File: config.mk
export PLATFORM = sky130hd
export DESIGN_NAME = moving_average_step_bypass_unit
export DESIGN_NICKNAME = d
export VERILOG_FILES = /design/src/rtl/masb_pkg.sv /design/src/rtl/moving_average_step_bypass_unit.sv /design/src/rtl/masb_dp.sv /design/src/rtl/masb_ctrl.sv
export VERILOG_INCLUDE_DIRS = /design/src /design/src/rtl
export SDC_FILE = /design/constraint.sdc
export NUM_CORES = 1
export LEC_CHECK = 0
export BUFFER_PORTS_ARGS = -buffer_cell sky130_fd_sc_hd__clkbuf_2
export CORE_MARGIN = 4
export CORE_UTILIZATION = 45
export DETAILED_ROUTE_END_ITERATION = 8
export PLACE_DENSITY = 0.66
export SYNTH_ARGS = -nofsm -noshare
export SYNTH_HDL_FRONTEND = slang
export SYNTH_SLANG_ARGS = --single-unit
File: constraint.sdc
create_clock -name clk_i -period 5.1 [get_ports clk_i]
set_clock_uncertainty 0.05 [all_clocks]
set_input_delay 0.51 -clock clk_i [delete_from_list [all_inputs] [get_ports clk_i]]
set_output_delay 0.51 -clock clk_i [all_outputs]
set_load 0.005 [all_outputs]
File: src/rtl/moving_average_step_bypass_unit_defines.svh
// Assertion helpers for the moving average unit.
`ifndef MOVING_AVERAGE_STEP_BYPASS_UNIT_DEFINES_SVH
`define MOVING_AVERAGE_STEP_BYPASS_UNIT_DEFINES_SVH

// Same-cycle implication, checked on every rising clock edge outside reset.
`define MASB_ASSERT_NOW(label, ante, cons, msg) \
  label: assert property (@(posedge clk_i) disable iff (!rst_ni) (ante) |-> (cons)) \
    else $error(msg);

// Next-cycle implication, checked on every rising clock edge outside reset.
`define MASB_ASSERT_NEXT(label, ante, cons, msg) \
  label: assert property (@(posedge clk_i) disable iff (!rst_ni) (ante) |=> (cons)) \
    else $error(msg);

`endif

File: src/rtl/masb_pkg.sv
package masb_pkg;

  localparam int SAMPLE_W   = 25;
  localparam int THR_W      = 25;
  localparam int LOG2_W     = 3;
  localparam int MAX_LOG2   = 5;
  localparam int RING_DEPTH = 1 << MAX_LOG2;
  localparam int IDX_W      = MAX_LOG2;
  localparam int SUM_W      = SAMPLE_W + MAX_LOG2;
  localparam int CNT_W      = 3;
  localparam int CFG_IDX_W  = 1;

  localparam logic [CNT_W-1:0]  STEP_LIMIT  = 3'd3;
  localparam logic [CNT_W-1:0]  CNT_MAX     = 3'd7;
  localparam logic [LOG2_W-1:0] WIN_RESET   = 3'd3;
  localparam logic [THR_W-1:0]  THR_RESET   = 25'd1000;

  typedef enum logic {
    CMD_FILTER  = 1'b0,
    CMD_PRELOAD = 1'b1
  } cmd_e;

  typedef enum logic [CFG_IDX_W-1:0] {
    REG_WINDOW_LOG2    = 1'b0,
    REG_JUMP_THRESHOLD = 1'b1
  } reg_e;

  typedef enum logic [2:0] {
    ST_IDLE,
    ST_EVAL,
    ST_ACC,
    ST_SHIFT,
    ST_FILL,
    ST_FINISH
  } state_e;

  // Controller to datapath
  typedef struct packed {
    logic capture;
    logic eval;
    logic acc;
    logic shift;
    logic fill;
    logic load_out;
  } dp_cmd_t;

  // Datapath to controller
  typedef struct packed {
    logic go_fill;
    logic fill_last;
  } dp_stat_t;

endpackage

File: src/rtl/moving_average_step_bypass_unit.sv
// Channel  Direction  Handshake               Payload
// in       input      in_valid_i/in_ready_o   cmd_i, sample_i
// out      output     out_valid_o/out_ready_i average_o, bypassed_o
// cfg      input      cfg_valid_i/cfg_ready_o cfg_index_i, cfg_data_i
//
// A filter request steps through accept, compare/count, ring
// read-modify-write, shift and result load before the next free slot.
// A preload or a step refill sweeps the window instead, one entry per
// cycle through the single ring write port.
// One request is in flight at a time; the result register lets a new
// request in while an older result waits on out_ready_i.
// Reset is asynchronous; ring entries hold no reset, valid bits mark them.
`include "moving_average_step_bypass_unit_defines.svh"

module moving_average_step_bypass_unit
  import masb_pkg::*;
(
  input  logic                        clk_i,
  input  logic                        rst_ni,
  input  logic                        in_valid_i,
  output logic                        in_ready_o,
  input  logic                        cmd_i,
  input  logic signed [SAMPLE_W-1:0]  sample_i,
  output logic                        out_valid_o,
  input  logic                        out_ready_i,
  output logic signed [SAMPLE_W-1:0]  average_o,
  output logic                        bypassed_o,
  input  logic                        cfg_valid_i,
  output logic                        cfg_ready_o,
  input  logic [CFG_IDX_W-1:0]        cfg_index_i,
  input  logic [THR_W-1:0]            cfg_data_i
);

  dp_cmd_t  dp_cmd;
  dp_stat_t dp_stat;

  // Register writes are always taken and go straight into the config registers.
  assign cfg_ready_o = 1'b1;

  masb_ctrl u_ctrl (
    .clk_i       (clk_i),
    .rst_ni      (rst_ni),
    .in_valid_i  (in_valid_i),
    .in_ready_o  (in_ready_o),
    .out_valid_o (out_valid_o),
    .out_ready_i (out_ready_i),
    .stat_i      (dp_stat),
    .cmd_o       (dp_cmd)
  );

  masb_dp u_dp (
    .clk_i       (clk_i),
    .rst_ni      (rst_ni),
    .cmd_i       (dp_cmd),
    .stat_o      (dp_stat),
    .cfg_we_i    (cfg_valid_i && cfg_ready_o),
    .cfg_index_i (cfg_index_i),
    .cfg_data_i  (cfg_data_i),
    .in_cmd_i    (cmd_i),
    .in_sample_i (sample_i),
    .average_o   (average_o),
    .bypassed_o  (bypassed_o)
  );

  // A request is never followed by another one in the next cycle.
  `MASB_ASSERT_NEXT(a_one_in_flight, in_valid_i && in_ready_o, !in_ready_o, "overlapping requests")

  // A new result appears exactly as the block returns to idle.
  `MASB_ASSERT_NOW(a_result_at_idle, $rose(out_valid_o), in_ready_o, "result outside finish")

endmodule

File: src/rtl/masb_dp.sv
module masb_dp
  import masb_pkg::*;
(
  input  logic                        clk_i,
  input  logic                        rst_ni,
  input  dp_cmd_t                     cmd_i,
  output dp_stat_t                    stat_o,
  input  logic                        cfg_we_i,
  input  logic [CFG_IDX_W-1:0]        cfg_index_i,
  input  logic [THR_W-1:0]            cfg_data_i,
  input  logic                        in_cmd_i,
  input  logic signed [SAMPLE_W-1:0]  in_sample_i,
  output logic signed [SAMPLE_W-1:0]  average_o,
  output logic                        bypassed_o
);

  logic [LOG2_W-1:0]          win_q;
  logic [THR_W-1:0]           thr_q;

  logic                       cmd_q;
  logic signed [SAMPLE_W-1:0] sample_q;
  logic signed [SUM_W-1:0]    sum_q;
  logic [IDX_W-1:0]           wr_idx_q;
  logic [CNT_W-1:0]           cnt_q;
  logic signed [SAMPLE_W-1:0] last_q;
  logic                       bypass_q;
  logic [IDX_W-1:0]           fill_idx_q;

  logic signed [SAMPLE_W-1:0] ring_q [RING_DEPTH];
  logic [RING_DEPTH-1:0]      vld_q;
  logic signed [SAMPLE_W-1:0] rd_q;
  logic                       rd_vld_q;

  logic signed [SAMPLE_W-1:0] average_q;
  logic                       bypassed_q;

  logic [LOG2_W-1:0]          eff_k;
  logic [IDX_W:0]             win_len;
  logic [IDX_W-1:0]           len_m1;
  logic signed [SAMPLE_W:0]   diff;
  logic [SAMPLE_W:0]          abs_diff;
  logic                       over;
  logic [CNT_W-1:0]           cnt_nxt;
  logic signed [SUM_W-1:0]    sample_ext;
  logic signed [SUM_W-1:0]    old_ext;
  logic signed [SUM_W-1:0]    sum_shr;
  logic [IDX_W:0]             idx_inc;
  logic                       mem_we;
  logic [IDX_W-1:0]           mem_addr;

  // Windows above the ring size act as the full ring
  assign eff_k   = (win_q > LOG2_W'(MAX_LOG2)) ? LOG2_W'(MAX_LOG2) : win_q;
  assign win_len = (IDX_W+1)'(1) << eff_k;
  assign len_m1  = IDX_W'(win_len - (IDX_W+1)'(1));

  assign diff     = {sample_q[SAMPLE_W-1], sample_q} - {last_q[SAMPLE_W-1], last_q};
  assign abs_diff = diff[SAMPLE_W] ? unsigned'(-diff) : unsigned'(diff);
  assign over     = abs_diff > {1'b0, thr_q};
  assign cnt_nxt  = over ? ((cnt_q == CNT_MAX) ? cnt_q : cnt_q + CNT_W'(1)) : '0;

  assign sample_ext = {{(SUM_W-SAMPLE_W){sample_q[SAMPLE_W-1]}}, sample_q};
  assign old_ext    = rd_vld_q ? {{(SUM_W-SAMPLE_W){rd_q[SAMPLE_W-1]}}, rd_q} : '0;
  assign sum_shr    = sum_q >>> eff_k;
  assign idx_inc    = {1'b0, wr_idx_q} + (IDX_W+1)'(1);

  assign stat_o.go_fill   = (cmd_e'(cmd_q) == CMD_PRELOAD) || (cnt_nxt > STEP_LIMIT);
  assign stat_o.fill_last = (fill_idx_q == len_m1);

  assign mem_we   = cmd_i.acc || cmd_i.fill;
  assign mem_addr = cmd_i.fill ? fill_idx_q : wr_idx_q;

  always_ff @(posedge clk_i or negedge rst_ni) begin
    if (!rst_ni) begin
      win_q <= WIN_RESET;
      thr_q <= THR_RESET;
    end else if (cfg_we_i) begin
      unique case (reg_e'(cfg_index_i))
        REG_WINDOW_LOG2:    win_q <= cfg_data_i[LOG2_W-1:0];
        REG_JUMP_THRESHOLD: thr_q <= cfg_data_i;
        default:            ;
      endcase
    end
  end

  always_ff @(posedge clk_i or negedge rst_ni) begin
    if (!rst_ni) begin
      sum_q      <= '0;
      wr_idx_q   <= '0;
      cnt_q      <= '0;
      last_q     <= '0;
      bypass_q   <= 1'b0;
      fill_idx_q <= '0;
      vld_q      <= '0;
    end else begin
      if (cmd_i.capture) begin
        fill_idx_q <= '0;
      end
      if (cmd_i.eval) begin
        if (cmd_e'(cmd_q) == CMD_FILTER) begin
          cnt_q    <= cnt_nxt;
          bypass_q <= cnt_nxt > STEP_LIMIT;
        end else begin
          bypass_q <= 1'b0;
        end
      end
      if (cmd_i.acc) begin
        sum_q    <= sum_q + sample_ext - old_ext;
        wr_idx_q <= (idx_inc >= win_len) ? '0 : idx_inc[IDX_W-1:0];
      end
      if (cmd_i.shift) begin
        last_q <= sum_shr[SAMPLE_W-1:0];
      end
      if (cmd_i.fill) begin
        sum_q      <= sample_ext << eff_k;
        fill_idx_q <= fill_idx_q + IDX_W'(1);
        if (bypass_q) begin
          last_q <= sample_q;
        end
      end
      if (mem_we) begin
        vld_q[mem_addr] <= 1'b1;
      end
    end
  end

  // Ring storage and registered read port
  always_ff @(posedge clk_i) begin
    if (mem_we) begin
      ring_q[mem_addr] <= sample_q;
    end
    rd_q     <= ring_q[wr_idx_q];
    rd_vld_q <= vld_q[wr_idx_q];
  end

  always_ff @(posedge clk_i) begin
    if (cmd_i.capture) begin
      cmd_q    <= in_cmd_i;
      sample_q <= in_sample_i;
    end
    if (cmd_i.load_out) begin
      average_q  <= last_q;
      bypassed_q <= bypass_q;
    end
  end

  assign average_o  = average_q;
  assign bypassed_o = bypassed_q;

endmodule

File: src/rtl/masb_ctrl.sv
module masb_ctrl
  import masb_pkg::*;
(
  input  logic     clk_i,
  input  logic     rst_ni,
  input  logic     in_valid_i,
  output logic     in_ready_o,
  output logic     out_valid_o,
  input  logic     out_ready_i,
  input  dp_stat_t stat_i,
  output dp_cmd_t  cmd_o
);

  state_e state_q, state_d;
  logic   out_valid_q, out_valid_d;
  logic   room;

  assign room = !out_valid_q || out_ready_i;

  always_comb begin
    state_d = state_q;
    unique case (state_q)
      ST_IDLE:   if (in_valid_i) state_d = ST_EVAL;
      ST_EVAL:   state_d = stat_i.go_fill ? ST_FILL : ST_ACC;
      ST_ACC:    state_d = ST_SHIFT;
      ST_SHIFT:  state_d = ST_FINISH;
      ST_FILL:   if (stat_i.fill_last) state_d = ST_FINISH;
      ST_FINISH: if (room) state_d = ST_IDLE;
      default:   state_d = ST_IDLE;
    endcase
  end

  always_comb begin
    in_ready_o       = (state_q == ST_IDLE);
    cmd_o.capture    = (state_q == ST_IDLE) && in_valid_i;
    cmd_o.eval       = (state_q == ST_EVAL);
    cmd_o.acc        = (state_q == ST_ACC);
    cmd_o.shift      = (state_q == ST_SHIFT);
    cmd_o.fill       = (state_q == ST_FILL);
    cmd_o.load_out   = (state_q == ST_FINISH) && room;
    out_valid_d      = cmd_o.load_out ? 1'b1 : (out_ready_i ? 1'b0 : out_valid_q);
  end

  always_ff @(posedge clk_i or negedge rst_ni) begin
    if (!rst_ni) begin
      state_q     <= ST_IDLE;
      out_valid_q <= 1'b0;
    end else begin
      state_q     <= state_d;
      out_valid_q <= out_valid_d;
    end
  end

  assign out_valid_o = out_valid_q;

endmodule
==> impl_metrics.py, run 1 <==
metrics = {
    "timing": {
        "timing.fmax_mhz": 207.3,
        "hold_violations": 0,
        "slew_headroom": 0.1956,
        "final.min_clock_period_ns": 4.825,
        "finalMaxSlewViolations": 0,
        "layout_setup_ws_ns": 0.2753,
        "fin_crit_sh": 0.9460,
        "fin_hold_ws_ns": 0.03961,
        "worstMarginPinSlew_ns": 1.203,
        "setup_viol": 0,
    },
    "worst_setup_path": {
        "required_ns": 5.58,
        "reg2reg_depth": 20,
        "worst_setup_path_end_kind": "register",
        "crit_arrival_ns": 5.31,
        "crit_fanout": 7,
        "cp-start-kind": "register",
        "crit_type": "reg -> reg",
    },
    "grt": {
        "first_global_vias": 28090,
        "grtUsageTotal": 0.2287,
        "grt_pass1_wl_um": 182900,
        "antenna_found_initial": 9,
        "grt_max_degree": 109,
        "top_usage_layer": "met2",
        "grt_use_met3": 0.04205,
        "grt_util_met2": 0.3624,
        "overflow": 0,
        "use_met1": 0.3303,
    },
    "flow_run": {
        "drv_cap": 0,
    },
    "place": {
        "dp_hpwl_um": 78380,
        "numPortBuffers": 84,
        "routabilityCongestion": 0.9144,
        "dp_slack_ns": 0.08789,
    },
    "synthesis": {
        "syn_nets": 3461,
        "yosys.area.top_type": "edfxtp_1",
        "ys_types": 80,
        "synth_edf_count": 852,
        "ys_ff_latch": 1011,
        "syn_inst": 3284,
        "synth_top_area_frac": 0.5600,
        "yosys-top-cells-area": "edfxtp_1 56%, dfrtp_1 6.8%, mux4_2 5.1%",
        "yosysWarnings": 0,
        "synthArstFlopShare": 0.1316,
        "syn_avg_cell_area_um2": 13.91,
        "yosysMostFrequentCell": "edfxtp_1",
        "netlist_area_mm2": 0.04569,
        "synth_ff_type": "edfxtp_1",
        "synth_commonest_cells": "852 x edfxtp_1, 256 x a21oi_1, 256 x nand2_1",
        "yosysSeqAreaShare": 0.6445,
    },
    "clocking": {
        "clock-sinks": 1011,
        "cts.reportedPaths.clkPinSlew_ns": 0.06,
        "cts_tree": "built",
        "clock_latency_ns": 0.70,
        "clock-root-buffer": "clkbuf_16",
        "htree_levels": 3,
        "clockBufferDepth": 3,
        "cts_buffers": 100,
    },
    "floorplanning": {
        "start_util": 0.4549,
        "num_io_pins": 86,
        "fp-row-count": 116,
        "die_w_um": 326.6,
        "die_h_um": 326.6,
        "core-area_mm2": 0.1004,
        "dieArea_mm2": 0.1067,
    },
    "power": {
        "power.density_mw_per_mm2": 602.2,
        "p_total_mw": 31.56,
        "power_leakage_nw": 18.58,
        "ir_drop_mv": 0.3076,
    },
    "route": {
        "viasPerCell": 5.829,
        "routed_wl_um": 122600,
        "drc": 0,
        "dr.first_iter.drc_count": 2954,
        "wl_per_cell_um": 25.01,
        "vias": 28570,
        "postRouteAntennaNets": 0,
        "firstDrtPassIters": 6,
    },
    "run_status": {
        "status": "finished clean",
    },
    "final_layout": {
        "syn2layout_area_growth_pct": 14.73,
        "drive_above_1_share": 0.1931,
        "final_nets": 3636,
    },
    "hold_path": {
        "hold_path_class": "in -> reg",
        "whs_path_depth": 2,
    },
}
-- path summary, 6_finish.rpt --
| path | start | to | slack (ns) |
|---|---|---|---|
| setup reg to reg | u_dp.last_q[0]$_DFF_PN0_ | u_ctrl.state_q[2]$_DFFE_PN0P_ | 0.28 |
| max in group asynchronous | rst_ni | u_dp.win_q[2]$_DFFE_PN0P_ | 3.39 |
| hold / removal | cfg_data_i[22] | u_dp.thr_q[22]$_DFFE_PN0P_ | 0.04 |
| setup / recovery | u_dp.last_q[0]$_DFF_PN0_ | u_ctrl.state_q[2]$_DFFE_PN0P_ | 0.28 |
| hold reg to reg | u_dp.vld_q[25]$_DFFE_PN0N_ | u_dp.vld_q[25]$_DFFE_PN0N_ | 0.41 |
| min in group asynchronous | rst_ni | u_ctrl.state_q[0]$_DFFE_PN0P_ | 0.31 |
-- layer usage --
metal,part of all wire,up-vias
li1,-,12770
met3,0.084,190
met1,0.43,14420
met4,0.020,6
met2,0.46,1188
met5,0.00036,-
-- layout by cell type, fill, tap and decap left out, drive strengths merged, types with 12 or more instances in the layout --
cell / n
inv: 182
dlygate4sd3: 25
a21o: 28
ha: 90
xor2: 23
nor2: 180
bufinv: 14
o21ai: 188
mux4: 104
dfrtp: 125
a21oi: 257
fa: 30
buf: 139
mux2: 78
o221ai: 82
nand2: 256
a211oi: 45
o211ai: 15
o22ai: 30
or2: 35
clkbuf: 200
dfxtp: 26
xnor2: 52
and2: 30
nor2b: 12
mux2i: 203
clkinv: 46
o21a: 13
nand2b: 17
edfxtp: 852
nor3: 19
nand3: 23
-- stage by stage --
step | setup TNS (ns) | instances | area, µm² | util
final | 0 | 4901 | 52410 | 0.5219
after global routing | -0.008538 | 4900 | 52410 | 0.5218
after detailed placement | 0 | 4682 | 48510 | 0.4830
after global placement | 0 | 4682 | 48510 | 0.4830
after CTS | 0 | 4893 | 52220 | 0.5199
after floorplan | 0 | 3284 | 45690 | -
-- what timing repair did --
| action | 4_1_cts | 5_1_grt |
|---|---|---|
| hold buffers | 25 | 0 |
| endpoints found under the hold margin | 80 | 0 |
| resized for setup | 0 | 28 |
| setup buffers | 0 | 7 |
| endpoints found under the setup margin | 0 | 6 |
-- report_power, final --
group / total [mW] / leakage (nW) / internal, mW / switching [mW]
Sequential: 10.6 / 9.56 / 10.1 / 0.590
Combinational: 13.2 / 7.35 / 5.43 / 7.81
Clock: 7.68 / 1.67 / 4.45 / 3.23
-- worst max-delay path, cell delays in order, from the launching register on --
cell and delay (ns):
dfrtp_1 0.40, ha_1 0.23, fa_1 0.42, nor2b_2 0.17, o31a_1 0.27, o211ai_4 0.16, o21ai_4 0.24, nand3_2 0.14
a31o_2 0.31, o211ai_4 0.25, nor3_1 0.09, a21oi_1 0.18, xor2_1 0.21, ha_1 0.30, a2111oi_2 0.35, o21ai_0 0.14
a21oi_1 0.19, o2bb2ai_2 0.12, a41o_1 0.25, o221ai_2 0.10, a21oi_1 0.10
-- flip-flops by register name, summed over array words and instances (netlist names) --
signal,flops
u_dp.last_q,25
u_dp.sample_q,25
u_dp.wr_idx_q,5
u_dp.win_q,3
u_dp.thr_q,25
u_dp.vld_q,32
u_dp.bypass_q,1
u_ctrl.out_valid_o,1
u_dp.ring_q,800
u_dp.fill_idx_q,5
u_dp.sum_q,30
u_dp.rd_q,25
u_dp.rd_vld_q,1
u_dp.cmd_q,1
u_dp.bypassed_o,1
u_ctrl.state_q,3
u_dp.cnt_q,3
u_dp.average_o,25
-- logic make-up (layout without fill, tap and decap cells) --
group                      count (synthesis)  after routing  share of synthesized area
buffers and inverters                    353            612                    0.02919
DFF                                     1011           1011                     0.6445
and+or+nand+nor                          613            613                    0.05998
other                                      1              2                 0.00008208
adders and majority gates                120            120                    0.03779
xor gates and xnor gates                  75             75                    0.01438
AOI/OAI and AO/OA                        726            726                    0.09912
muxes                                    385            385                     0.1150
-- cell type report --
class	instances	area, µm²
antenna	1	2.502
clock buffer	117	2648
clock inverter	69	813.3
fill	8438	48020
inverter	179	671.9
multi-input combinational	1920	15320
sequential	1011	29460
tap	1357	1698
timing repair buffer	247	1800
Power figures use the tool's default switching activity.
==> run 2, diff against run 1 <==
==> constraint.sdc (replaced) <==
create_clock -name clk_i -period 4.2 [get_ports clk_i]
set_clock_uncertainty 0.05 [all_clocks]
set_input_delay 0.42 -clock clk_i [delete_from_list [all_inputs] [get_ports clk_i]]
set_output_delay 0.42 -clock clk_i [all_outputs]
set_load 0.005 [all_outputs]
==> impl_metrics.py, run 2 (same netlist as run 1, synthesis figures left out) <==
metrics = {
    "worst_setup_path": {
        "required_ns": 4.68,
        "crit_arrival_ns": 5.03,
        "crit_slowest_cell": "edfxtp_1",
        "crit_fanout": 5,
        "worst_setup_path_end_kind": "register",
        "crit_buf_inv": 2,
        "path_common_cell": "o31a_1",
        "crit_type": "reg -> reg",
        "slowest_delay_ns": 0.37,
        "cp_cell_sequence": "inv_2 > ha_4 > fa_2 > nor2b_2 > o31a_1 > buf_4 > o2111a_1 > a211o_1 > o31a_1 > o2111ai_2 > nor2_4 > and3_4 > a21oi_1 > xor2_1 > ha_1 > nand4_1 > nor4_2 > nand3_1 > o21ai_2 > nor3_2 > o2bb2ai_2 > a41o_1 > o221ai_4 > o21ai_1",
        "cp-start-kind": "register",
        "crit_family": "compound AO/OA/AOI/OAI gates",
    },
    "route": {
        "vias": 29090,
        "routed_wl_um": 121500,
        "wl_per_cell_um": 23.90,
        "viasPerCell": 5.722,
        "dr.first_iter.drc_count": 2548,
        "drc": 0,
        "postRouteAntennaNets": 0,
        "firstDrtPassIters": 5,
    },
    "grt": {
        "first_global_vias": 28940,
        "antenna_found_initial": 5,
        "overflow": 0,
        "grtUsageTotal": 0.2268,
        "grt_max_degree": 94,
        "grt_pass1_wl_um": 182200,
    },
    "clocking": {
        "clockBufferDepth": 3,
        "htree_levels": 3,
        "clock-root-buffer": "clkbuf_16",
        "clock_latency_ns": 0.71,
        "cts_tree": "built",
        "cts_buffers": 100,
        "clock-sinks": 1011,
        "cts.reportedPaths.clkPinSlew_ns": 0.05,
    },
    "run_status": {
        "status": "complete, but fails checks",
        "violations": "setup timing",
    },
    "power": {
        "power.switching_mw": 14.49,
        "swShare": 0.3630,
        "power_leakage_nw": 19.52,
        "clkPwrFrac": 0.221,
        "ir_drop_mv": 0.4128,
        "p_int_mw": 25.42,
        "p_seq_frac": 0.322,
        "power_frac_comb": 0.458,
        "power.density_mw_per_mm2": 736.5,
    },
    "timing": {
        "rsz0062_at_grt": "yes",
        "slew_headroom": 0.2015,
        "final.min_clock_period_ns": 4.554,
        "setup_viol": 6,
        "layout_setup_ws_ns": -0.3545,
        "worstMarginPinSlew_ns": 1.194,
        "fin_crit_sh": 1.084,
        "hold_violations": 0,
        "setup_tns_ns": -2.059,
        "timing.fmax_mhz": 219.6,
        "finalMaxSlewViolations": 0,
    },
    "final_layout": {
        "finalNonFillerCells": 5084,
        "drive_above_1_share": 0.2343,
        "final_cell_mix": "852 x edfxtp_1, 262 x buf_4, 255 x nand2_1",
        "finish.utilization": 0.5394,
        "final_area_mm2": 0.05418,
        "final_nets": 3816,
        "final_common_cell": "edfxtp_1",
        "largest_reg_flops": 800,
        "largest-register": "u_dp.ring_q",
        "top_regs": "u_dp.ring_q (800), u_dp.vld_q (32), u_dp.sum_q (30)",
        "syn2layout_area_growth_pct": 18.59,
    },
    "place": {
        "numPortBuffers": 84,
        "routabilityCongestion": 0.9105,
        "dpl.cell_count": 4840,
        "dp_hpwl_um": 79760,
        "placed_area_mm2": 0.05013,
    },
    "hold_path": {
        "hold_path_class": "in -> reg",
    },
    "floorplanning": {
        "die_w_um": 326.6,
        "fp-row-count": 116,
        "start_util": 0.4549,
        "die_h_um": 326.6,
        "dieArea_mm2": 0.1067,
        "num_io_pins": 86,
        "core-area_mm2": 0.1004,
    },
    "flow_run": {
        "drv_cap": 0,
    },
}
==> run 2: through the flow <==
step	hold slack, ns	setup slack, ns	power (mW)
6_report	0.06032	-0.3545	39.90
5_1_grt	0.05750	-0.6061	42.37
4_1_cts	0.01776	-0.3149	39.51
3_5_place_dp	0.3989	-0.4979	30.33
3_3_place_gp	0.3960	-0.3667	30.13
2_1_floorplan	0.07441	-0.4987	24.36
==> run 2: final timing paths <==
kind                                             from                            end  slack (ns)  cells past startpoint
max in group asynchronous                      rst_ni      u_dp.win_q[2]$_DFFE_PN0P_        2.89                      2
min in group asynchronous                      rst_ni     u_dp.sum_q[15]$_DFFE_PN0N_        0.42                      2
min                                        in_valid_i  u_ctrl.state_q[0]$_DFFE_PN0P_        0.06                      3
min reg2reg                 u_dp.vld_q[3]$_DFFE_PN0N_      u_dp.vld_q[3]$_DFFE_PN0N_        0.41                      1
max                        u_dp.sample_q[0]$_DFFE_PP_      u_dp.bypass_q$_DFFE_PN0N_       -0.35                     24
max reg2reg                u_dp.sample_q[0]$_DFFE_PP_      u_dp.bypass_q$_DFFE_PN0N_       -0.35                     24
==> run 2: timing repair <==
item | CTS | global route
pin swaps | 16 | 19
endpoints found under the setup margin | 7 | 11
gates resized for setup | 19 | 36
cloned | 0 | 0
hold buffers | 37 | 0
endpoints found under the hold margin | 117 | 0
setup buffers | 11 | 6
==> run 2: layer usage <==
layer / wire [µm] / part of all wire / global-route usage / vias to the layer above
met2: 56020 / 0.46 / 0.3598 / 1113
li1: - / - / - / 13120
met5: 12 / 0.000099 / 0 / -
met4: 3611 / 0.030 / 0.06790 / 2
met3: 12040 / 0.099 / 0.06323 / 219
met1: 49830 / 0.41 / 0.3069 / 14640
==> run 2: cell type report <==
type,count,area (µm²)
clock buffers,141,2829
multi-input cells,1920,15510
diodes,1,2.502
repair buffers,427,3566
inverters,179,671.9
clock inverters,48,436.7
well taps,1357,1698
fillers,8238,46260
flip-flops and latches,1011,29460
==> run 2: worst min-delay path, delay by kind of cell <==
family                 cells  cell delay [ns]
AOI/OAI and AO/OA          2             0.20
buffers and inverters      1             0.10
==> run 2: power groups by stage <==
| stage | clock, mW | sequential, mW | combinational (mW) |
|---|---|---|---|
| 2_1_floorplan | 0 | 12.9 | 11.4 |
| 3_3_place_gp | 0 | 13.0 | 17.1 |
| 3_5_place_dp | 0 | 13.0 | 17.3 |
| 4_1_cts | 8.95 | 12.8 | 17.7 |
| 5_1_grt | 9.38 | 12.9 | 20.1 |
| 6_report | 8.81 | 12.8 | 18.3 |
